### config.mk
export PLATFORM = sky130hd
export DESIGN_NAME = sjf_datapath_flat
export DESIGN_NICKNAME = d
export VERILOG_FILES = /design/src/sjf_pkg.sv /design/src/sjf_if.sv /design/src/sjf_datapath.sv /design/src/flat_wrapper.sv
export VERILOG_INCLUDE_DIRS = /design/src /design/src/src
export SDC_FILE = /design/constraint.sdc
export NUM_CORES = 1
export LEC_CHECK = 0
export CAP_MARGIN = 10
export CORE_MARGIN = 5
export CORE_UTILIZATION = 30
export DETAILED_ROUTE_END_ITERATION = 10
export DONT_BUFFER_PORTS = 1
export PLACE_DENSITY = 0.54
export SKIP_LAST_GASP = 1
export SLEW_MARGIN = 20
export SYNTH_ARGS = -nofsm -noshare
export SYNTH_HDL_FRONTEND = slang
export SYNTH_SLANG_ARGS = --single-unit
### constraint.sdc
create_clock -name clk -period 6.9 [get_ports clk]
set_input_delay 0 -clock clk [delete_from_list [all_inputs] [get_ports clk]]
set_output_delay 0 -clock clk [all_outputs]
set_load 0.05 [all_outputs]
### src/sjf_nonpreemptive_scheduler_macros.svh
// ----------------------------------------------------------------------------
// sjf_nonpreemptive_scheduler_macros.svh
// assertion macros used by the scheduler datapath
// ----------------------------------------------------------------------------
`ifndef SJF_NONPREEMPTIVE_SCHEDULER_MACROS_SVH
`define SJF_NONPREEMPTIVE_SCHEDULER_MACROS_SVH

// same-cycle implication
`define SJF_ASSERT_NOW(label, ante, cons) \
  label: assert property (@(posedge clk) disable iff (rst) (ante) |-> (cons)) \
    else $error("scheduler check failed");

// next-cycle implication
`define SJF_ASSERT_NEXT(label, ante, cons) \
  label: assert property (@(posedge clk) disable iff (rst) (ante) |=> (cons)) \
    else $error("scheduler check failed");

`endif

### src/sjf_pkg.sv
// ----------------------------------------------------------------------------
// sjf_pkg
// widths, controller states and control structs of the sjf scheduler
// ----------------------------------------------------------------------------
package sjf_pkg;

  localparam int MAX_JOBS = 16;
  localparam int IDX_W    = (MAX_JOBS > 1) ? $clog2(MAX_JOBS) : 1;
  localparam int CNT_W    = $clog2(MAX_JOBS + 1);
  localparam int TAG_W    = 8;
  localparam int ARR_W    = 16;
  localparam int BURST_W  = 16;
  localparam int TIME_W   = 24;

  typedef enum logic [2:0] {
    ST_LOAD,
    ST_SCAN,
    ST_DECIDE,
    ST_EMIT
  } state_t;

  typedef struct packed {
    logic accept;
    logic start;
    logic scan_init;
    logic scan;
    logic take;
    logic jump;
    logic emit;
    logic finish;
  } cmd_t;

  typedef struct packed {
    logic in_fire;
    logic in_last;
    logic scan_last;
    logic best_found;
    logic out_free;
    logic batch_done;
  } status_t;

endpackage

### src/sjf_if.sv
// ----------------------------------------------------------------------------
// sjf_if
// request channels of the sjf scheduler: job records in, results out
// ----------------------------------------------------------------------------
interface sjf_in_if;
  import sjf_pkg::*;

  logic               valid;
  logic               ready;
  logic [TAG_W-1:0]   job_tag;
  logic [ARR_W-1:0]   arrival_time;
  logic [BURST_W-1:0] burst_time;
  logic               last_job;

  modport source (output valid, job_tag, arrival_time, burst_time, last_job, input ready);
  modport sink (input valid, job_tag, arrival_time, burst_time, last_job, output ready);
endinterface

interface sjf_out_if;
  import sjf_pkg::*;

  logic              valid;
  logic              ready;
  logic [TAG_W-1:0]  done_tag;
  logic [TIME_W-1:0] completion_time;
  logic [TIME_W-1:0] turnaround_time;
  logic [TIME_W-1:0] waiting_time;
  logic              last_result;

  modport source (output valid, done_tag, completion_time, turnaround_time, waiting_time,
                  last_result, input ready);
  modport sink (input valid, done_tag, completion_time, turnaround_time, waiting_time,
                last_result, output ready);
endinterface

### src/sjf_datapath.sv
// ----------------------------------------------------------------------------
// sjf_datapath
// job store, scan registers, tick arithmetic and output register
// ----------------------------------------------------------------------------
`include "sjf_nonpreemptive_scheduler_macros.svh"

module sjf_datapath (
  input  logic            clk,
  input  logic            rst,
  input  sjf_pkg::cmd_t   cmd,
  output sjf_pkg::status_t status,
  sjf_in_if.sink          job_in,
  sjf_out_if.source       result_out
);
  import sjf_pkg::*;

  logic [TAG_W-1:0]   tag_store     [MAX_JOBS];
  logic [ARR_W-1:0]   arrival_store [MAX_JOBS];
  logic [BURST_W-1:0] burst_store   [MAX_JOBS];
  logic [MAX_JOBS-1:0] finished;

  logic [CNT_W-1:0]   count;
  logic [CNT_W-1:0]   done_cnt;
  logic [TIME_W-1:0]  tick;
  logic [IDX_W-1:0]   idx;

  logic               best_found;
  logic [IDX_W-1:0]   best_idx;
  logic [TAG_W-1:0]   best_tag;
  logic [ARR_W-1:0]   best_arr;
  logic [BURST_W-1:0] best_burst;
  logic [ARR_W-1:0]   earliest;
  logic [ARR_W:0]     arr_burst;

  logic               out_valid;
  logic [TAG_W-1:0]   out_tag;
  logic [TIME_W-1:0]  out_ct;
  logic [TIME_W-1:0]  out_tat;
  logic [TIME_W-1:0]  out_wt;
  logic               out_last;

  logic               fire;
  logic               full;
  logic [TAG_W-1:0]   rd_tag;
  logic [ARR_W-1:0]   rd_arr;
  logic [BURST_W-1:0] rd_burst;
  logic               rd_ready;
  logic               rd_better;
  logic [CNT_W-1:0]   done_inc;

  assign job_in.ready = cmd.accept;
  assign fire         = job_in.valid & cmd.accept;
  assign full         = (count == CNT_W'(MAX_JOBS));

  assign rd_tag   = tag_store[idx];
  assign rd_arr   = arrival_store[idx];
  assign rd_burst = burst_store[idx];
  assign rd_ready = !finished[idx] && ({(TIME_W-ARR_W)'(0), rd_arr} <= tick);
  assign rd_better = !best_found || (rd_burst < best_burst) ||
                     ((rd_burst == best_burst) && (rd_arr < best_arr));
  assign done_inc = done_cnt + CNT_W'(1);

  assign status.in_fire    = fire;
  assign status.in_last    = job_in.last_job;
  assign status.scan_last  = ({1'b0, idx} == CNT_W'(count - CNT_W'(1)));
  assign status.best_found = best_found;
  assign status.out_free   = !out_valid || result_out.ready;
  assign status.batch_done = (done_inc == count);

  // job store
  always_ff @(posedge clk) begin
    if (fire && !full) begin
      tag_store[count[IDX_W-1:0]]     <= job_in.job_tag;
      arrival_store[count[IDX_W-1:0]] <= job_in.arrival_time;
      burst_store[count[IDX_W-1:0]]   <= job_in.burst_time;
    end
  end

  // batch control state
  always_ff @(posedge clk) begin
    if (rst) begin
      count    <= '0;
      finished <= '0;
      done_cnt <= '0;
    end else begin
      if (cmd.finish) begin
        count    <= '0;
        finished <= '0;
      end else begin
        if (fire && !full) begin
          count <= count + CNT_W'(1);
        end
        if (cmd.take) begin
          finished[best_idx] <= 1'b1;
        end
      end
      if (cmd.start) begin
        done_cnt <= '0;
      end else if (cmd.emit) begin
        done_cnt <= done_inc;
      end
    end
  end

  // scan over stored jobs
  always_ff @(posedge clk) begin
    if (rst) begin
      best_found <= 1'b0;
      idx        <= '0;
    end else if (cmd.scan_init) begin
      best_found <= 1'b0;
      idx        <= '0;
      earliest   <= '1;
    end else if (cmd.scan) begin
      idx <= idx + IDX_W'(1);
      if (!finished[idx] && rd_arr < earliest) begin
        earliest <= rd_arr;
      end
      if (rd_ready && rd_better) begin
        best_found <= 1'b1;
        best_idx   <= idx;
        best_tag   <= rd_tag;
        best_arr   <= rd_arr;
        best_burst <= rd_burst;
      end
    end
  end

  // current tick
  always_ff @(posedge clk) begin
    if (cmd.start) begin
      tick <= '0;
    end else if (cmd.jump) begin
      tick <= {(TIME_W-ARR_W)'(0), earliest};
    end else if (cmd.take) begin
      tick      <= tick + {(TIME_W-BURST_W)'(0), best_burst};
      arr_burst <= {1'b0, best_arr} + {1'b0, best_burst};
    end
  end

  // output register
  always_ff @(posedge clk) begin
    if (rst) begin
      out_valid <= 1'b0;
    end else if (cmd.emit) begin
      out_valid <= 1'b1;
    end else if (result_out.ready) begin
      out_valid <= 1'b0;
    end
  end

  always_ff @(posedge clk) begin
    if (cmd.emit) begin
      out_tag  <= best_tag;
      out_ct   <= tick;
      out_tat  <= tick - {(TIME_W-ARR_W)'(0), best_arr};
      out_wt   <= tick - {(TIME_W-ARR_W-1)'(0), arr_burst};
      out_last <= status.batch_done;
    end
  end

  assign result_out.valid           = out_valid;
  assign result_out.done_tag        = out_tag;
  assign result_out.completion_time = out_ct;
  assign result_out.turnaround_time = out_tat;
  assign result_out.waiting_time    = out_wt;
  assign result_out.last_result     = out_last;

  `SJF_ASSERT_NOW(a_count_bound, 1'b1, count <= CNT_W'(MAX_JOBS))
  `SJF_ASSERT_NOW(a_emit_slot_free, cmd.emit, !out_valid || result_out.ready)
  `SJF_ASSERT_NOW(a_best_arrived, cmd.scan && best_found,
                  {(TIME_W-ARR_W)'(0), best_arr} <= tick && !finished[best_idx])
  `SJF_ASSERT_NEXT(a_take_marks, cmd.take, finished[$past(best_idx)])
  `SJF_ASSERT_NOW(a_done_bound, !cmd.accept, done_cnt < count)

endmodule

### src/flat_wrapper.sv
// flat-port wrapper written by rule: the top's interface ports become plain ports
module sjf_datapath_flat import sjf_pkg::*;
  (clk, rst, cmd, status, job_in_valid, job_in_job_tag, job_in_arrival_time, job_in_burst_time, job_in_last_job, job_in_ready, result_out_valid, result_out_done_tag, result_out_completion_time, result_out_turnaround_time, result_out_waiting_time, result_out_last_result, result_out_ready);
  sjf_in_if job_in_i ();
  sjf_out_if result_out_i ();
  input  logic clk;
  input  logic rst;
  input  sjf_pkg::cmd_t cmd;
  output sjf_pkg::status_t status;
  input wire logic [$bits(job_in_i.valid)-1:0] job_in_valid;
  input wire logic [$bits(job_in_i.job_tag)-1:0] job_in_job_tag;
  input wire logic [$bits(job_in_i.arrival_time)-1:0] job_in_arrival_time;
  input wire logic [$bits(job_in_i.burst_time)-1:0] job_in_burst_time;
  input wire logic [$bits(job_in_i.last_job)-1:0] job_in_last_job;
  output wire logic [$bits(job_in_i.ready)-1:0] job_in_ready;
  output wire logic [$bits(result_out_i.valid)-1:0] result_out_valid;
  output wire logic [$bits(result_out_i.done_tag)-1:0] result_out_done_tag;
  output wire logic [$bits(result_out_i.completion_time)-1:0] result_out_completion_time;
  output wire logic [$bits(result_out_i.turnaround_time)-1:0] result_out_turnaround_time;
  output wire logic [$bits(result_out_i.waiting_time)-1:0] result_out_waiting_time;
  output wire logic [$bits(result_out_i.last_result)-1:0] result_out_last_result;
  input wire logic [$bits(result_out_i.ready)-1:0] result_out_ready;
  assign job_in_i.valid = job_in_valid;
  assign job_in_i.job_tag = job_in_job_tag;
  assign job_in_i.arrival_time = job_in_arrival_time;
  assign job_in_i.burst_time = job_in_burst_time;
  assign job_in_i.last_job = job_in_last_job;
  assign job_in_ready = job_in_i.ready;
  assign result_out_valid = result_out_i.valid;
  assign result_out_done_tag = result_out_i.done_tag;
  assign result_out_completion_time = result_out_i.completion_time;
  assign result_out_turnaround_time = result_out_i.turnaround_time;
  assign result_out_waiting_time = result_out_i.waiting_time;
  assign result_out_last_result = result_out_i.last_result;
  assign result_out_i.ready = result_out_ready;
  sjf_datapath u_core (.clk(clk), .rst(rst), .cmd(cmd), .status(status), .job_in(job_in_i), .result_out(result_out_i));
endmodule
== Word level (Yosys, flattened, before mapping) ==
Memories as Yosys holds them, arrays and structs flattened. A register that Yosys moved wholly into a read port is not among the register bits.
Index checks and enable logic that the tools add are counted.
Operators by class
  $lt $le $gt $ge: 7
  reduce and logical (&&, ||, !) cells: 25
  equality and inequality tests: 4
  multiply operators: 0
  muxes and demuxes: 16
  add/sub/neg operators: 8
  bitwise operators: 6
  shifts and indexed selects: 0
  div/mod/pow operators: 0
Operators with widths (count)
  $mux 16: 4
  $lt 16x16->1: 3
  $add 24x16->24: 1
  $le 16x24->1: 1
  $sub 24x16->24: 1
  $sub 24x17->24: 1
  $add 16x16->17: 1
  $eq 16x16->1: 1
  $mux 4: 4
  $or 16x16->16: 1
  $add 5x1->5 const B: 2
  $lt 4x5->1 const B: 2
  $reduce_bool 2->1: 4
  $reduce_or 2->1: 4
  $logic_and 1x1->1: 6
  $mux 1: 6
  $reduce_and 3->1: 2
  $eq 4x5->1: 1
  $eq 5x5->1: 1
  $eq 5x5->1 const B: 1
  $sub 5x1->5 const B: 1
  $add 4x1->4 const B: 1
  $bmux 1 s4: 1
  $demux 1 s4: 1
  other kinds (7): 15
Word-level totals
  input bits: 53
  memories kept: 3
  logic and storage cells: 87
  bits in writable memories: 640
  memory bits (read-only): 0
  bits in registers: 206
  bits in latches: 0
Memories
  u_core.arrival_store: depth 16, bits a word 16, read ports 1, clocked after Yosys merged registers in 1, write ports 1, line sjf_datapath.sv:18  | logic [ARR_W-1:0] arrival_store [MAX_JOBS];
  u_core.burst_store: depth 16, bits a word 16, read ports 1, clocked after Yosys merged registers in 1, write ports 1, line sjf_datapath.sv:19  | logic [BURST_W-1:0] burst_store [MAX_JOBS];
  u_core.tag_store: depth 16, bits a word 8, read ports 1, clocked after Yosys merged registers in 1, write ports 1, line sjf_datapath.sv:17  | logic [TAG_W-1:0] tag_store [MAX_JOBS];

== Logic depth before layout (Yosys ltp) ==
  word-level depth: 6
  mapped depth: 13
  mapped depth without buffers: 11

== Least setup slack after synthesis ==
No wires, ideal clock.
  path kind: reg2reg
  from: register with a tool-made name
  to: register u_core.best_arr[0] (enable)
  data arrival time: 5.508 ns
  path slack: 0.935 ns
  stages on the path, launching flop included: 14
  period minus slack after synthesis: 5.965 ns
  buffers on the path: 3
  cell sequence: dfxtp_1 buf_6 clkbuf_1 buf_2 mux4_2 mux4_2 ha_1 nor2b_1 o21a_1 o21a_1 o21ai_0 o21ai_0 o32a_1 a21boi_1
RTL lines
  end signal: assignment: line sjf_datapath.sv:123  | best_arr <= rd_arr;
  end: declaration: line sjf_datapath.sv:30  | logic [ARR_W-1:0] best_arr;

==> results.cfg <==
[run_status]
status = complete, no violations

[synth]
synth_cells = 2076
yosysWarnings = 0
syn_nets = 2266
synth_compound_area_frac = 0.0490
synth-async-reset-ratio = 0
synth-edff-count = 798
yosys.area_share.xor_xnor = 0.0185
yosys.cell_types.count = 63
synth_area_um2 = 36500
synth_top_family_by_area = multiplexers
yosys.area_share.simple = 0.0449
synth_top_area_frac = 0.657
postSynthAreaPerCell_um2 = 17.6
synth_fa_ha_area_frac = 0.0478
yosysTopAreaCell = edfxtp_1
ys_seq_elements = 858
yosysMostFrequentCell = edfxtp_1
synth_flop_cell = edfxtp_1
synth.top_cells.by_count = 798 x edfxtp_1, 205 x mux4_2, 133 x ha_1, 105 x inv_1, 102 x nor2_1
synthMuxAreaShare = 0.129
yosysSeqAreaShare = 0.690
ys_top_cells_by_area = edfxtp_1 66%, mux4_2 13%, ha_1 4.6%, dfxtp_1 3.3%, xnor2_1 1.4%

[power_and_ir_drop]
power.density_nw_per_um2 = 271
ir_drop_mv = 0.188
fin_total_pwr_mw = 11.4
cell_internal_pwr_mw = 8.66
power_leakage_nw = 13.7
switchingPower_mw = 2.70
clkPwrFrac = 0.395
p_seq_frac = 0.534
p_sw_frac = 0.237
pwr-share-comb = 0.071

[setup_path]
cp-start-kind = register
end_kind = register
crit_top_cell = mux4_2
cp_max_fo = 27
worst_ep_arrival_time_ns = 5.76
cp_slowest_cell = dfxtp_4
slowest_delay_ns = 0.74
worstSetupPathType = reg2reg
crit_chain = buf_4 -> mux4_2 -> mux4_2 -> ha_1 -> nand3_1 -> o2111ai_1 -> or3_1 -> a31oi_1 -> o21ai_0 -> a41oi_1 -> a21boi_4 -> buf_12
required_ns = 7.23

[cts]
cts-root-buf = clkbuf_16
htreeDepth = 3
clock-sinks = 858
clk_latency_ns = 0.66
path_clk_slew_ns = 0.06
post_cts_buffers = 0
cts_tree = yes
cts-buffers-inserted = 90
cts_buffer_depth = 3

[floorplan]
dieArea_um2 = 129000
die_y_um = 359
io_pins = 142
fp-row-count = 128
start_util = 0.301
die_x_um = 359
coreArea_um2 = 121000

[place]
port_buffers = 0
dpl.cell_count = 3655
gp_congestion = 0.858
hpwl_um = 56100

[global_routing]
grt_start_max_net_pins = 86
grtUsageTotal = 0.139
grt_antenna_before_repair = 16
grt_overflow_total = 0
grt_pass1_vias = 19700
grt_pass1_wl_um = 133000

[hold_path]
hold_class = in2out

[final_layout]
fillers = 11400
drive_gt1_frac = 0.173
area_delta_synth_final_pct = 15.1
layout.nets = 2372
fin_cells = 3883

[drt]
firstDrtPassIters = 6
totalWireLength_um = 90400
viasPerCell = 4.91
num_vias = 19100
drt_iter0_drc = 1379
wl_per_cell_um = 23.3
ant_nets = 0
drc = 0

[sta]
report.final.slew_viol_count = 0
relSlewSlack = 0.247
hold_viol = 0
setup_tns_ns = 0
min_period_ns = 5.43
fmaxAchievable_mhz = 184
timing.hold.ws_ns = 0.0000220
setup_viol = 0
tightestPinTransition_ns = 1.12
finalCritPeriodShare = 0.787
rsz0062_at_grt = false
skew_ns = 0.0339

[run]
cap_violations = 0
-- cell type report --
type / instances / area [um2] / area share
clock inverter: 41 / 310 / 0.00740
multi-input combinational: 1034 / 10700 / 0.255
clock buffer: 121 / 2380 / 0.0567
tap: 1625 / 2030 / 0.0485
inverter: 108 / 405 / 0.00966
timing repair buffer: 90 / 917 / 0.0219
sequential: 858 / 25200 / 0.600
antenna: 6 / 15.0 / 0.000358
-- repair_timing --
item / in CTS / in global routing
hold buffers: 60 / 0
resized for setup: 0 / 0
hold endpoints to repair: 813 / 0
-- per-stage QoR --
step	setup WS, ns	utilization	cell area (um2)
6_report	1.47	0.346	41900
5_1_grt	1.16	0.346	41900
4_1_cts	1.40	0.346	41900
3_5_place_dp	1.42	0.318	38600
3_3_place_gp	1.50	0.318	38600
2_1_floorplan	0.935	-	36500
-- power by group through the flow --
stage / logic [mW] / clock network, mW / registers, mW
after floorplan: 0.551 / 0 / 6.13
after global placement: 0.698 / 0 / 6.17
after detailed placement: 0.707 / 0 / 6.18
after CTS: 0.814 / 4.62 / 6.07
after global routing: 0.896 / 4.83 / 6.07
final: 0.807 / 4.48 / 6.06
-- path summary, 6_finish.rpt --
| kind | from | to | slack (ns) | cells after the start |
|---|---|---|---|---|
| worst min-delay path | job_in_last_job | status[4] | 0.00002 | 0 |
| worst min register to register | u_core.best_tag[1] | u_core.result_out.done_tag[1] | 0.42 | 0 |
| worst max register to register | register | u_core.best_tag[0] | 1.47 | 12 |
| worst max-delay path | register | u_core.best_tag[0] | 1.47 | 12 |
-- flip-flops by register name, indices dropped and copies added (netlist names), 8 cells and up, named ones only --
signal / count
u_core.best_tag: 8
u_core.finished: 16
u_core.best_arr: 16
u_core.burst_store: 256
u_core.tag_store: 128
u_core.earliest: 16
u_core.result_out.completion_time: 24
u_core.arrival_store: 256
u_core.tick: 24
u_core.result_out.waiting_time: 24
u_core.arr_burst: 17
u_core.result_out.turnaround_time: 24
u_core.best_burst: 16
u_core.result_out.done_tag: 8
-- worst max-delay path: cells and delay by family, from the launching register on --
kind                     cells  cell delay, ns
AND/OR/NAND/NOR              2            0.46
flip-flops                   1            0.74
buffers and inverters        2            0.75
AO/OA/AOI/OAI                5            1.53
multiplexers                 2            1.18
adder cells (fa/ha/maj)      1            0.38
-- metal layers --
layer / global-route usage / wire, um / up-vias / share of wire
met3: 0.0251 / 4520 / 110 / 0.050
met2: 0.240 / 45200 / 469 / 0.50
met5: 0 / 48 / - / 0.00053
li1: - / - / 8504 / -
met4: 0.0300 / 1510 / 8 / 0.017
met1: 0.184 / 39100 / 9982 / 0.43
-- cell usage in the layout (no fill, tap or decap), types with 7 or more instances in the layout --
cell,synthesis,layout
or3_1,11,11
a21o_1,30,30
nor3_1,41,37
nor2_4,0,12
o21ai_1,14,14
nand3_1,20,20
a221oi_1,7,7
nor2_1,102,90
nor2b_1,25,25
clkbuf_1,44,30
dlygate4sd3_1,0,57
o211ai_1,9,9
a211oi_1,18,18
clkinv_2,0,17
a21boi_1,8,7
xor2_1,20,20
nand2b_1,12,12
mux4_2,205,205
a21oi_1,75,75
o21a_1,18,18
nand4_1,12,12
mux2i_1,9,9
xnor2_1,57,57
o2111ai_1,10,10
inv_1,105,105
edfxtp_1,798,798
clkbuf_16,0,90
a31oi_1,11,11
ha_1,133,133
buf_4,4,25
or2_1,16,16
and3_1,10,9
o21ai_0,31,31
dfxtp_1,60,55
clkinv_1,1,15
nand2_1,58,58
-- cell families after synthesis --
kind of cell    Yosys count
flops                   858
compound gates          271
simple gates            334
fa+ha+maj               137
xor+xnor                 77
buf+inv                 184
mux                     215
Note: power is estimated with default switching activity, not from simulation.
