$ cat src/sjf_nonpreemptive_scheduler_macros.svh
// ----------------------------------------------------------------------------
// sjf_nonpreemptive_scheduler_macros.svh
// assertion macros used by the scheduler datapath
// ----------------------------------------------------------------------------
`ifndef SJF_NONPREEMPTIVE_SCHEDULER_MACROS_SVH
`define SJF_NONPREEMPTIVE_SCHEDULER_MACROS_SVH

// same-cycle implication
`define SJF_ASSERT_NOW(label, ante, cons) \
  label: assert property (@(posedge clk) disable iff (rst) (ante) |-> (cons)) \
    else $error("scheduler check failed");

// next-cycle implication
`define SJF_ASSERT_NEXT(label, ante, cons) \
  label: assert property (@(posedge clk) disable iff (rst) (ante) |=> (cons)) \
    else $error("scheduler check failed");

`endif

$ cat src/sjf_pkg.sv
// ----------------------------------------------------------------------------
// sjf_pkg
// widths, controller states and control structs of the sjf scheduler
// ----------------------------------------------------------------------------
package sjf_pkg;

  localparam int MAX_JOBS = 16;
  localparam int IDX_W    = (MAX_JOBS > 1) ? $clog2(MAX_JOBS) : 1;
  localparam int CNT_W    = $clog2(MAX_JOBS + 1);
  localparam int TAG_W    = 8;
  localparam int ARR_W    = 16;
  localparam int BURST_W  = 16;
  localparam int TIME_W   = 24;

  typedef enum logic [2:0] {
    ST_LOAD,
    ST_SCAN,
    ST_DECIDE,
    ST_EMIT
  } state_t;

  typedef struct packed {
    logic accept;
    logic start;
    logic scan_init;
    logic scan;
    logic take;
    logic jump;
    logic emit;
    logic finish;
  } cmd_t;

  typedef struct packed {
    logic in_fire;
    logic in_last;
    logic scan_last;
    logic best_found;
    logic out_free;
    logic batch_done;
  } status_t;

endpackage

$ cat src/sjf_controller.sv
// ----------------------------------------------------------------------------
// sjf_controller
// sequencer for loading, scanning, deciding and emitting results
// ----------------------------------------------------------------------------
module sjf_controller (
  input  logic             clk,
  input  logic             rst,
  input  sjf_pkg::status_t status,
  output sjf_pkg::cmd_t    cmd
);
  import sjf_pkg::*;

  state_t state;
  state_t state_next;

  always_ff @(posedge clk) begin
    if (rst) begin
      state <= ST_LOAD;
    end else begin
      state <= state_next;
    end
  end

  always_comb begin
    state_next = state;
    cmd        = '0;
    case (state)
      ST_LOAD: begin
        cmd.accept = 1'b1;
        if (status.in_fire && status.in_last) begin
          cmd.start     = 1'b1;
          cmd.scan_init = 1'b1;
          state_next    = ST_SCAN;
        end
      end
      ST_SCAN: begin
        cmd.scan = 1'b1;
        if (status.scan_last) begin
          state_next = ST_DECIDE;
        end
      end
      ST_DECIDE: begin
        if (status.best_found) begin
          cmd.take   = 1'b1;
          state_next = ST_EMIT;
        end else begin
          cmd.jump      = 1'b1;
          cmd.scan_init = 1'b1;
          state_next    = ST_SCAN;
        end
      end
      ST_EMIT: begin
        if (status.out_free) begin
          cmd.emit = 1'b1;
          if (status.batch_done) begin
            cmd.finish = 1'b1;
            state_next = ST_LOAD;
          end else begin
            cmd.scan_init = 1'b1;
            state_next    = ST_SCAN;
          end
        end
      end
      default: begin
        state_next = ST_LOAD;
      end
    endcase
  end

endmodule

$ cat config.mk
export PLATFORM = sky130hd
export DESIGN_NAME = sjf_controller
export DESIGN_NICKNAME = d
export VERILOG_FILES = /design/src/sjf_nonpreemptive_scheduler_macros.svh /design/src/sjf_pkg.sv /design/src/sjf_controller.sv
export SDC_FILE = /design/constraint.sdc
export NUM_CORES = 1
export LEC_CHECK = 0
export BUFFER_PORTS_ARGS = -buffer_cell sky130_fd_sc_hd__buf_4
export CAP_MARGIN = 20
export CELL_PAD_IN_SITES_DETAIL_PLACEMENT = 1
export CELL_PAD_IN_SITES_GLOBAL_PLACEMENT = 1
export CORE_AREA = 2 2 39 41
export DETAILED_ROUTE_END_ITERATION = 16
export DIE_AREA = 0 0 41 43
export GPL_TIMING_DRIVEN = 0
export PLACE_DENSITY = 0.45
export REMOVE_ABC_BUFFERS = 1
export SKIP_CTS_REPAIR_TIMING = 1
export SYNTH_ARGS = -nofsm -noshare
export SYNTH_HDL_FRONTEND = slang
export SYNTH_SLANG_ARGS = --single-unit
$ cat constraint.sdc
create_clock -name clk -period 1 [get_ports clk]
set_input_delay 0.05 -clock clk [delete_from_list [all_inputs] [get_ports clk]]
set_output_delay 0.05 -clock clk [all_outputs]
set_load 0.05 [all_outputs]
==> Word-level counts from Yosys, hierarchy flattened <==
Index checks and enable logic that the tools add are counted.
{ "op_classes": {"n_eq_ne": 6, "muxes": 18, "reduce_logical": 3} }
{ "ops": {"columns": ["op", "n"], "rows": [
  ["$mux W2", 6],
  ["$pmux W3 S4", 1],
  ["$mux W3", 3],
  ["$mux W1", 7],
  ["$eq A3 B2 Y1 const B", 2],
  ["$ne A2 B2 Y1 const B", 3],
  ["$eq A3 B1 Y1 const B", 1],
  ["$logic_not A3 Y1", 1],
  ["$pmux W1 S3", 1],
  ["$reduce_and A3 Y1", 1],
  ["$logic_and A1 B1 Y1", 1]
]} }
{ "totals": {"ff_bits": 3, "in_bits": 8, "output_inout_bits": 8, "elab_cells": 28} }

==> Logic depth before layout (Yosys ltp) <==
Gate-level depths: netlist (run 1).
{ "depth": {"word_depth": 3, "depth_mapped": 3, "ltp_nobuf": 3} }

==> Worst setup path before layout (run 1) <==
No wires, ideal clock.
{ "synth_timing": {"path_type": "register to output", "startpoint": "reg state[1]", "endpoint": "out cmd[5] in the netlist's numbering", "t_arrival_ns": 1.594, "t_required_ns": 0.950, "path_slack_ns": -0.644, "stages_incl_launch_ff": 3, "path_buffers": 0, "cell_sequence": "dfxtp_1 nor3b_2 a211o_1"} }
{ "synth_lines": {"columns": ["item", "line_no", "rtl"], "rows": [
  ["start: declaration", "sjf_controller.sv:13", "state_t state;"],
  ["start signal: assignment", "sjf_controller.sv:20", "state <= state_next;"],
  ["end: declaration", "sjf_controller.sv:9", "output sjf_pkg::cmd_t cmd"]
]} }

==> results.md, run 1 <==
- Clock Pin Slew Worst Setup and Hold Paths: 0.03 ns
- Maximum fanout along the worst path: 7
- Asr flop ratio synth: 0%
- Routed via count: 214
- Mean post-synth cell area: 8.56 um^2
- Drt wl/cell: 10.7 um
- Die H: 43 um
- Root Buffer Master: clkbuf_4
- Initial antenna violation count: 0
- Share of the synthesized area in the top cell type: 24.6%
- Synth Register Bits: 2
- F_max: 0.790 GHz
- Largest register FFs: 2
- Gpl congestion: 0.659
- Area leader, netlist: dfxtp_1
- Data arrival, critical path: 1.22 ns
- Finished layout cell area: 364 um^2
- Slew Limit Headroom: 80.3%
- Final Instance Count excl. Fillers: 54
- Largest net degree at the start of global routing: 9
- Initial DRC Count: 2
- Switch Pwr: 0.000156 W
- Sequential share of power: 22.1%
- Worst Setup Start Kind: flop
- Post-route worst setup slack: -0.265 ns
- Hold crit path type: in2reg
- Sink Count: 2
- Initial Utilization: 11.8%
- LEAKAGE: 0.171 nW
- Port buffer count: 15
- Internal cell power: 0.000289 W
- Clock Latency Late Sink: 0.22 ns
- Antenna Nets Post-Route: 0
- Filler cell count: 172
- Min Tclk post-route: 1.27 ns
- Sequential fraction of the synthesis area: 24.6%
- Mapped Area: 163 um^2
- Vias in the first global route: 195
- CTS Buffer Depth: 2
- Critical Setup Path Class: reg2out
- Io pins: 16
- VDD IR max: 0.400 mV
- RSZ-0062 raised after global routing: true
- Die W: 41 um
- Mapped Cells: 19
- ANT cells: 0
- Row Count: 14
- Netlist cell types: 14
- Final Hold Fails: 0
- CTS tree: built
- Routed vias/inst: 3.96
- First-pass GRT wire length: 834 um
- Largest cells by area after synthesis: dfxtp_1, and3_2, nor2b_1, nor3b_2, and3_4
- Grt total ovfl: 0
- Failing checks: setup timing
- Drt drc: 0
- Power Density: 1220 mW/mm^2
- Placed cell areas: 295 um^2
- Core area: 0.00138 mm^2
- Commonest cells post-synth: a21oi_1, and3_2, dfxtp_1, inv_1, nor2b_1
- TritonCTS Buffers: 3
- Setup Viol. Count Final: 6
- Fin crit share: 127%
- Die footprint: 0.00176 mm^2
- Synth-to-Final Area Change: 124%
- Final Max Slew Viols: 0
- Switching Share: 35.1%
- CTS H-Tree Depth: 1
- EDFF count, synth: 0
- Top Registers: state x2
- Top reg by flops: state
- Total Routing Usage GR: 7.51%
- Combinational power share: 38.9%
- Initial DRT Pass Iterations: 4
- Req. time, crit path: 0.95 ns
- Status: finished with violations
- Layout cell share with drive strength beyond 1: 73.7%
- Worst slew pin tran: 0.294 ns
- Clock power frac: 39.0%
- Max-cap check violation count: 0
- Yosys warnings: 0
- Post-layout net count: 48
- Worst Skew: 0.000329 ns
- Placed Cells: 50
- Ys flop type: dfxtp_1
- Routed wire length: 577 um
- CP endpoint kind: primary output
power groups by stage:
stage,combinational [W],clock (W),sequential [W]
6_report,0.000173,0.000174,0.0000983
3_3_place_gp,0.000161,0,0.0000986
2_1_floorplan,0.000103,0,0.0000956
3_5_place_dp,0.000163,0,0.0000980
4_1_cts,0.000163,0.000183,0.0000971
5_1_grt,0.000182,0.000197,0.0000999
final cells by class:
cell class	count	area, um^2	area share (%)
repair buffers	16	141	38.8
multi-input cells	15	125	34.4
flip-flops and latches	2	47.5	13.1
clock buffers	3	22.5	6.19
well taps	16	20.0	5.50
inverters	2	7.51	2.06
critical path, stage by stage (launching register included):
cell and delay (ns):
dfxtp_4 0.36, and3_4 0.18, a211o_1 0.30, buf_6 0.15
cells in the final DEF (no fill, tap or decap):
cell type	synthesis	layout
a311oi_1	1	1
dlygate4sd3_1	0	1
nor3_2	1	1
nor3b_4	0	1
inv_1	2	1
buf_6	0	3
nor2_2	1	1
buf_4	0	11
nor2b_1	2	2
a211oi_1	1	1
and2_4	1	1
inv_2	0	1
and3_2	2	1
a21oi_1	2	2
buf_8	0	1
nor2_1	1	1
dfxtp_4	0	2
clkbuf_4	0	3
a211o_1	1	1
and3_4	1	2
cell families after synthesis:
| kind of cell | after synthesis | share of synthesized area, % |
|---|---|---|
| simple gates | 10 | 49.2 |
| compound gates | 5 | 21.5 |
| flops | 2 | 24.6 |
| buf+inv | 2 | 4.62 |
through the flow:
step / util [%] / TNS (ns) / power (W) / setup WS [ns] / hold WS, ns
global route: 26.3 / -1.05 / 0.000479 / -0.301 / 0.144
floorplan: - / -1.66 / 0.000199 / -0.644 / 0.120
finish: 26.3 / -0.743 / 0.000445 / -0.265 / 0.142
CTS: 23.0 / -1.70 / 0.000443 / -0.401 / -0.00536
global placement: 21.3 / -0.277 / 0.000259 / -0.151 / 0.227
detailed placement: 21.3 / -0.246 / 0.000261 / -0.156 / 0.230
worst paths after layout:
check                                from  depth (start not counted)  slack (ns)       end
worst max-delay path             state[0]                          3       -0.27    cmd[5]
worst min-delay path            status[0]                          3        0.14  state[0]
worst max register to register   state[0]                          3        0.03  state[0]
worst min register to register   state[1]                          1        0.48  state[1]
metal layers:
metal	up-vias	part of all wire (%)	GRT usage, %
met4	0	0	8.00
met2	3	65	12.8
met1	102	32	6.05
met3	0	3.1	1.57
li1	109	-	-
met5	-	0	0
Power figures use the tool's default switching activity.
==> run 2, diff against run 1 <==
--- a/config.mk
+++ b/config.mk
@@ -5,6 +5,7 @@
 export SDC_FILE = /design/constraint.sdc
 export NUM_CORES = 1
 export LEC_CHECK = 0
+export ABC_AREA = 1
 export BUFFER_PORTS_ARGS = -buffer_cell sky130_fd_sc_hd__buf_4
 export CAP_MARGIN = 20
 export CELL_PAD_IN_SITES_DETAIL_PLACEMENT = 1
@@ -13,7 +14,7 @@
 export DETAILED_ROUTE_END_ITERATION = 16
 export DIE_AREA = 0 0 41 43
 export GPL_TIMING_DRIVEN = 0
-export PLACE_DENSITY = 0.45
+export PLACE_DENSITY = 0.53
 export REMOVE_ABC_BUFFERS = 1
 export SKIP_CTS_REPAIR_TIMING = 1
 export SYNTH_ARGS = -nofsm -noshare
==> run 2 against run 1 <==
  * The flow still finishes with violations (setup timing)
  * Clock-buffer cell count did not move
  * Setup slack improved by 0.11 ns
  * Flip-flop and latch count did not move
  * Final cell count rose by 31%
  * Core utilization rose by 8.3 points
  * Clock skew barely moved
  * Critical endpoint unchanged
  * Largest power group is now combinational logic
==> results.md, run 2 <==
- Status: finished with violations (unchanged)
- Failing checks: setup timing (unchanged)
- Mean post-synth cell area: 6.56 um^2 (was 8.56 um^2)
- Post-layout net count: 65 (was 48)
- Worst slew pin tran: 0.149 ns (was 0.294 ns)
- Min Tclk post-route: 1.15 ns (was 1.27 ns)
- Port buffer count: 15 (unchanged)
- Die footprint: 0.00176 mm^2 (unchanged)
- Largest cells by area after synthesis: dfxtp_1, nand2_1, inv_1, nand3_1, nand2_2 (was dfxtp_1, and3_2, nor2b_1, nor3b_2, and3_4)
- LEAKAGE: 0.255 nW (was 0.171 nW)
- Slew Limit Headroom: 90.0% (was 80.3%)
- Gpl congestion: 0.684 (was 0.659)
- Initial antenna violation count: 0 (unchanged)
- Setup_tns: -0.617 ns (was -0.743 ns)
- Worst Setup Start Kind: flop (unchanged)
- Routed wire length: 659 um (was 577 um)
- CTS Buffer Depth: 2 (unchanged)
- Largest register FFs: 2 (unchanged)
- Data arrival, critical path: 1.10 ns (was 1.22 ns)
- Sink Count: 2 (unchanged)
- Mapped Cells: 33 (was 19)
- Most frequent cells in the layout: buf_4, inv_1, nand2_1, buf_6, clkbuf_4 (was buf_4, clkbuf_4, buf_6)
- Routed via count: 296 (was 214)
- Share of the synthesized area in the top cell type: 18.5% (was 24.6%)
- Clock Pin Slew Worst Setup and Hold Paths: 0.03 ns (about the same)
- Sequential share of power: 15.7% (was 22.1%)
- Placed Cells: 63 (was 50)
- Initial DRC Count: 1 (was 2)
- Commonest non-fill, non-tap cell in the layout: buf_4 (unchanged)
- Initial Utilization: 15.6% (was 11.8%)
- Drt drc: 0 (unchanged)
- CTS H-Tree Depth: 1 (unchanged)
- Ys flop type: dfxtp_1 (unchanged)
- Drt wl/cell: 9.28 um (was 10.7 um)
- Maximum fanout along the worst path: 5 (was 7)
- Die H: 43 um (unchanged)
- Switch Pwr: 0.000756 W (was 0.000156 W)
- Final Instance Count excl. Fillers: 71 (was 54)
- F_max: 0.869 GHz (was 0.790 GHz)
- Power Density: 3060 mW/mm^2 (was 1220 mW/mm^2)
- Hold WS: 0.154 ns (was 0.142 ns)
- Initial DRT Pass Iterations: 4 (unchanged)
- Sequential fraction of the synthesis area: 18.5% (was 24.6%)
- Row Count: 14 (unchanged)
- Yosys warnings: 0 (unchanged)
- Fin crit share: 115% (was 127%)
- EDFF count, synth: 0 (unchanged)
- Die W: 41 um (unchanged)
- Mapped Area: 216 um^2 (was 163 um^2)
- TritonCTS Buffers: 3 (unchanged)
- Largest net degree at the start of global routing: 10 (was 9)
- Netlist cell types: 18 (was 14)
- RSZ-0062 raised after global routing: true (unchanged)
- Asr flop ratio synth: 0% (unchanged)
- Final Hold Fails: 0 (unchanged)
- Top Registers: state x2 (unchanged)
- ANT cells: 0 (unchanged)
- Switching Share: 51.6% (was 35.1%)
- Area leader, netlist: dfxtp_1 (unchanged)
- Post-route worst setup slack: -0.151 ns (was -0.265 ns)
- Req. time, crit path: 0.95 ns (about the same)
- VDD IR max: 1.18 mV (was 0.400 mV)
- Layout cell share with drive strength beyond 1: 69.1% (was 73.7%)
- Io pins: 16 (unchanged)
- Top reg by flops: state (unchanged)
- Core area: 0.00138 mm^2 (unchanged)
- Top-count cell post-synth: nand2_1
- CTS tree: built (unchanged)
- Synth Register Bits: 2 (unchanged)
- Final Max Slew Viols: 0 (unchanged)
- Antenna Nets Post-Route: 0 (unchanged)
- First-pass GRT wire length: 959 um (was 834 um)
- Clock Latency Late Sink: 0.22 ns (about the same)
- Worst Skew: 0.000143 ns (was 0.000329 ns)
- Post-DP HPWL: 470 um
- Grt total ovfl: 0 (unchanged)
- Combinational power share: 72.1% (was 38.9%)
- Hold crit path type: in2reg (unchanged)
- Total Routing Usage GR: 7.92% (was 7.51%)
- Internal cell power: 0.000709 W (was 0.000289 W)
- CP endpoint kind: primary output (unchanged)
- Routed vias/inst: 4.17 (was 3.96)
- Commonest cells post-synth: nand2_1, inv_1, nand3_1 (was a21oi_1, and3_2, dfxtp_1, inv_1, nor2b_1)
- Synth-to-Final Area Change: 121% (was 124%)
- Root Buffer Master: clkbuf_4 (unchanged)
- Vias in the first global route: 266 (was 195)
- Critical Setup Path Class: reg2out (unchanged)
- Clock power frac: 12.2% (was 39.0%)
- Setup Viol. Count Final: 9 (was 6)
- Max-cap check violation count: 0 (unchanged)
## run 2: cell count changes in the layout (fill, tap and decap cells not counted), moves of 2 or more
cell	previous run	this run
and3_4	2	0
buf_4	11	13
buf_6	3	5
inv_1	1	5
nand2_1	0	5
nand2_4	0	2
nand3_1	0	2
nand3_2	0	2
nor2_4	0	2
nor2b_1	2	0
nor3_4	0	2
## run 2: path summary, 6_finish.rpt
check | depth (start not counted) | from | end | slack [ns]
max | 5 | state[1] | cmd[5] | -0.15
min | 4 | status[0] | state[0] | 0.15
max reg2reg | 5 | state[0] | state[0] | -0.02
min reg2reg | 3 | state[0] | state[0] | 0.70
## run 2: worst max-delay path, cell delays in order, from the launching register on
cell	delay [ns]
dfxtp_4	0.40
nand2_4	0.08
nor2_4	0.11
a21oi_1	0.06
nand2_1	0.07
buf_6	0.15
## run 2: kinds of logic (layout without fill, tap and decap cells)
family                 count (synthesis)  count (layout)  synth area share [%]
and+or+nand+nor                       21              21                  57.8
buffers and inverters                  8              30                  17.3
AOI/OAI and AO/OA                      2               2                  6.36
DFF                                    2               2                  18.5
## run 2: metal layers
metal / vias up / wire length [um] / GRT usage (%)
met3: 4 / 27 / 0
met5: - / 0 / 0
met4: 0 / 24 / 6.00
li1: 151 / - / -
met1: 133 / 257 / 9.58
met2: 8 / 349 / 12.5
## run 2: per-stage QoR
step           utilization, %  setup slack, ns  total power, W  instance area, um^2
2_1_floorplan               -           -0.743        0.000753                  205
3_3_place_gp             24.4           -0.186        0.000965                  338
3_5_place_dp             24.4           -0.197        0.000967                  338
4_1_cts                  26.0           -0.438         0.00116                  360
5_1_grt                  34.6           -0.233         0.00158                  479
6_report                 34.6           -0.151         0.00147                  479
## run 2: layout make-up
type | count | area, um^2
Multi-Input combinational cell | 23 | 181
Timing Repair Buffer | 20 | 179
Fill cell | 172 | 905
Tap cell | 16 | 20.0
Inverter | 7 | 28.8
Sequential cell | 2 | 47.5
Clock buffer | 3 | 22.5
## run 2: power groups by stage
stage | clock (W) | combinational [W] | sequential [W]
after floorplan | 0 | 0.000569 | 0.000184
after global placement | 0 | 0.000763 | 0.000202
after CTS | 0.000190 | 0.000765 | 0.000202
after global routing | 0.000209 | 0.00113 | 0.000241
final | 0.000179 | 0.00106 | 0.000229
after detailed placement | 0 | 0.000763 | 0.000204
==> run 3, diff against run 2 <==
==> constraint.sdc (replaced) <==
create_clock -name clk -period 1.5 [get_ports clk]
set_input_delay 0.075 -clock clk [delete_from_list [all_inputs] [get_ports clk]]
set_output_delay 0.075 -clock clk [all_outputs]
set_load 0.05 [all_outputs]
==> run 3 against run 2 <==
  * The run now ends clean
  * Sequential share of layout area up 1.5 points
  * Setup slack gained 0.33 ns
  * Sequential power decreased by 41%
  * Non-clock buffer count down 5
  * Clock skew hardly changed
  * Critical endpoint unchanged
  * Highest routed layer is now met3
==> results.md, run 3 (synthesis results as in run 2) <==
- Grt total ovfl: 0 (unchanged)
- Drt drc: 0 (unchanged)
- Min Tclk post-route: 1.32 ns
- Gpl congestion: 0.684 (unchanged)
- Die footprint: 0.00176 mm^2 (unchanged)
- Largest register FFs: 2 (unchanged)
- Initial Utilization: 15.6% (unchanged)
- Row Count: 14 (unchanged)
- TritonCTS Buffers: 3 (unchanged)
- CTS Buffer Depth: 2 (unchanged)
- Sequential Area: 41.3 um^2 (was 47.5 um^2)
- Antenna Nets Post-Route: 0 (unchanged)
- Setup Viol. Count Final: 0 (was 9)
- Hold crit path type: in2reg (unchanged)
- Most frequent cells in the layout: buf_4, nand2_1, inv_1 (was buf_4, inv_1, nand2_1, buf_6, clkbuf_4)
- Max-cap check violation count: 0 (unchanged)
- Vias in the first global route: 266 (unchanged)
- Initial DRT Pass Iterations: 1 (was 4)
- Commonest non-fill, non-tap cell in the layout: buf_4 (unchanged)
- Routed wire length: 562 um (was 659 um)
- Crit-path cells: nand2_1 -> nor2_2 -> a21oi_1 -> nand2_1 -> buf_4 (was nand2_4 -> nor2_4 -> a21oi_1 -> nand2_1 -> buf_6)
- Placed Cells: 63 (unchanged)
- VDD IR max: 0.504 mV (was 1.18 mV)
- Slowest library cell on the worst path: dfxtp_1 (was dfxtp_4)
- Final Max Slew Viols: 0 (unchanged)
- Io pins: 16 (unchanged)
- Routed via count: 257 (was 296)
- Clock Pin Slew Worst Setup and Hold Paths: 0.03 ns (about the same)
- Largest net degree at the start of global routing: 10 (unchanged)
- Filler cell count: 184 (was 172)
- Crit-path most repeated cell: nand2_1
- Initial antenna violation count: 0 (unchanged)
- CTS tree: built (unchanged)
- Power Density: 2090 mW/mm^2 (was 3060 mW/mm^2)
- Status: completed (was finished with violations)
- Port buffer count: 15 (unchanged)
- LEAKAGE: 0.203 nW (was 0.255 nW)
- First-pass GRT wire length: 959 um (unchanged)
- Worst Skew: 0.000389 ns (was 0.000143 ns)
- Slew Limit Headroom: 82.3% (was 90.0%)
- Layout cell share with drive strength beyond 1: 58.0% (was 69.1%)
- Slowest stage delay, CP: 0.46 ns (was 0.40 ns)
- Core area: 0.00138 mm^2 (unchanged)
- Drt wl/cell: 8.52 um (was 9.28 um)
- Root Buffer Master: clkbuf_4 (unchanged)
- Initial DRC Count: 0 (was 1)
- Clock Latency Late Sink: 0.22 ns (about the same)
- RSZ-0062 raised after global routing: false (was true)
- Post-DP HPWL: 470 um (unchanged)
- Routed vias/inst: 3.89 (was 4.17)
- ANT cells: 0 (unchanged)
- Final Hold Fails: 0 (unchanged)
- Final Instance Count excl. Fillers: 66 (was 71)
- Top Registers: state x2 (unchanged)
- Fin crit share: 87.8%
- Worst Hold Depth: 2 (was 4)
- Maximum fanout along the worst path: 5 (unchanged)
- Worst slew pin tran: 0.265 ns (was 0.149 ns)
- Die W: 41 um (unchanged)
- CP endpoint kind: primary output (unchanged)
- Multi-input logic area: 139 um^2 (was 181 um^2)
- Total Routing Usage GR: 7.92% (unchanged)
- Post-route worst setup slack: 0.183 ns (was -0.151 ns)
- Worst R2R Path Depth: 5 (unchanged)
- Synth-to-Final Area Change: 67.1% (was 121%)
- CTS H-Tree Depth: 1 (unchanged)
- Worst Setup Start Kind: flop (unchanged)
- Data arrival, critical path: 1.24 ns (was 1.10 ns)
- Top reg by flops: state (unchanged)
- Die H: 43 um (unchanged)
- Place WS: 0.278 ns (was -0.197 ns)
- Req. time, crit path: 1.42 ns (was 0.95 ns)
- Critical Setup Path Class: reg2out (unchanged)
- Post-layout net count: 60 (was 65)
- Sink Count: 2 (unchanged)
- F_max: 0.759 GHz
run 3: power breakdown:
part,total [W],switching [W],internal (W),leakage (nW)
clock network,0.000118,0.0000298,0.0000882,0.0138
registers,0.000136,0.0000573,0.0000785,0.0168
logic,0.000503,0.000341,0.000162,0.172
total,0.000757,0.000428,0.000329,0.203
run 3: layout make-up:
| class | instances | area share, % |
|---|---|---|
| multi-input cells | 23 | 38.4 |
| repair buffers | 15 | 31.1 |
| flip-flops and latches | 2 | 11.4 |
| inverters | 7 | 7.27 |
| clock buffers | 3 | 6.23 |
| well taps | 16 | 5.54 |
run 3: through the flow:
stage	hold WS, ns	power (W)	setup TNS [ns]	cell area, um^2	utilization (%)
after floorplan	0.137	0.000502	-0.440	205	-
after global placement	0.240	0.000643	0	338	24.4
after detailed placement	0.239	0.000644	0	338	24.4
after CTS	0.000931	0.000772	0	360	26.0
after global routing	0.00285	0.000826	0	362	26.1
final	0.00284	0.000757	0	362	26.1
run 3: critical path: cells and delay by family, from the launching register on:
| kind | cells | cell delay (ns) |
|---|---|---|
| AO/OA/AOI/OAI | 1 | 0.07 |
| buffers and inverters | 1 | 0.19 |
| flip-flops | 1 | 0.46 |
| AND/OR/NAND/NOR | 3 | 0.30 |
run 3: routing by layer:
metal | routed length (um) | global-route usage [%]
met5 | 0 | 0
met4 | 0 | 6.00
met3 | 28 | 0
met2 | 303 | 12.5
met1 | 229 | 9.58
run 3: path summary, 6_finish.rpt:
kind	slack (ns)	from	endpoint
worst max-delay path	0.18	state[1]	cmd[5]
worst min-delay path	0.003	rst	state[0]
worst max register to register	0.52	state[1]	state[1]
worst min register to register	0.55	state[0]	state[0]
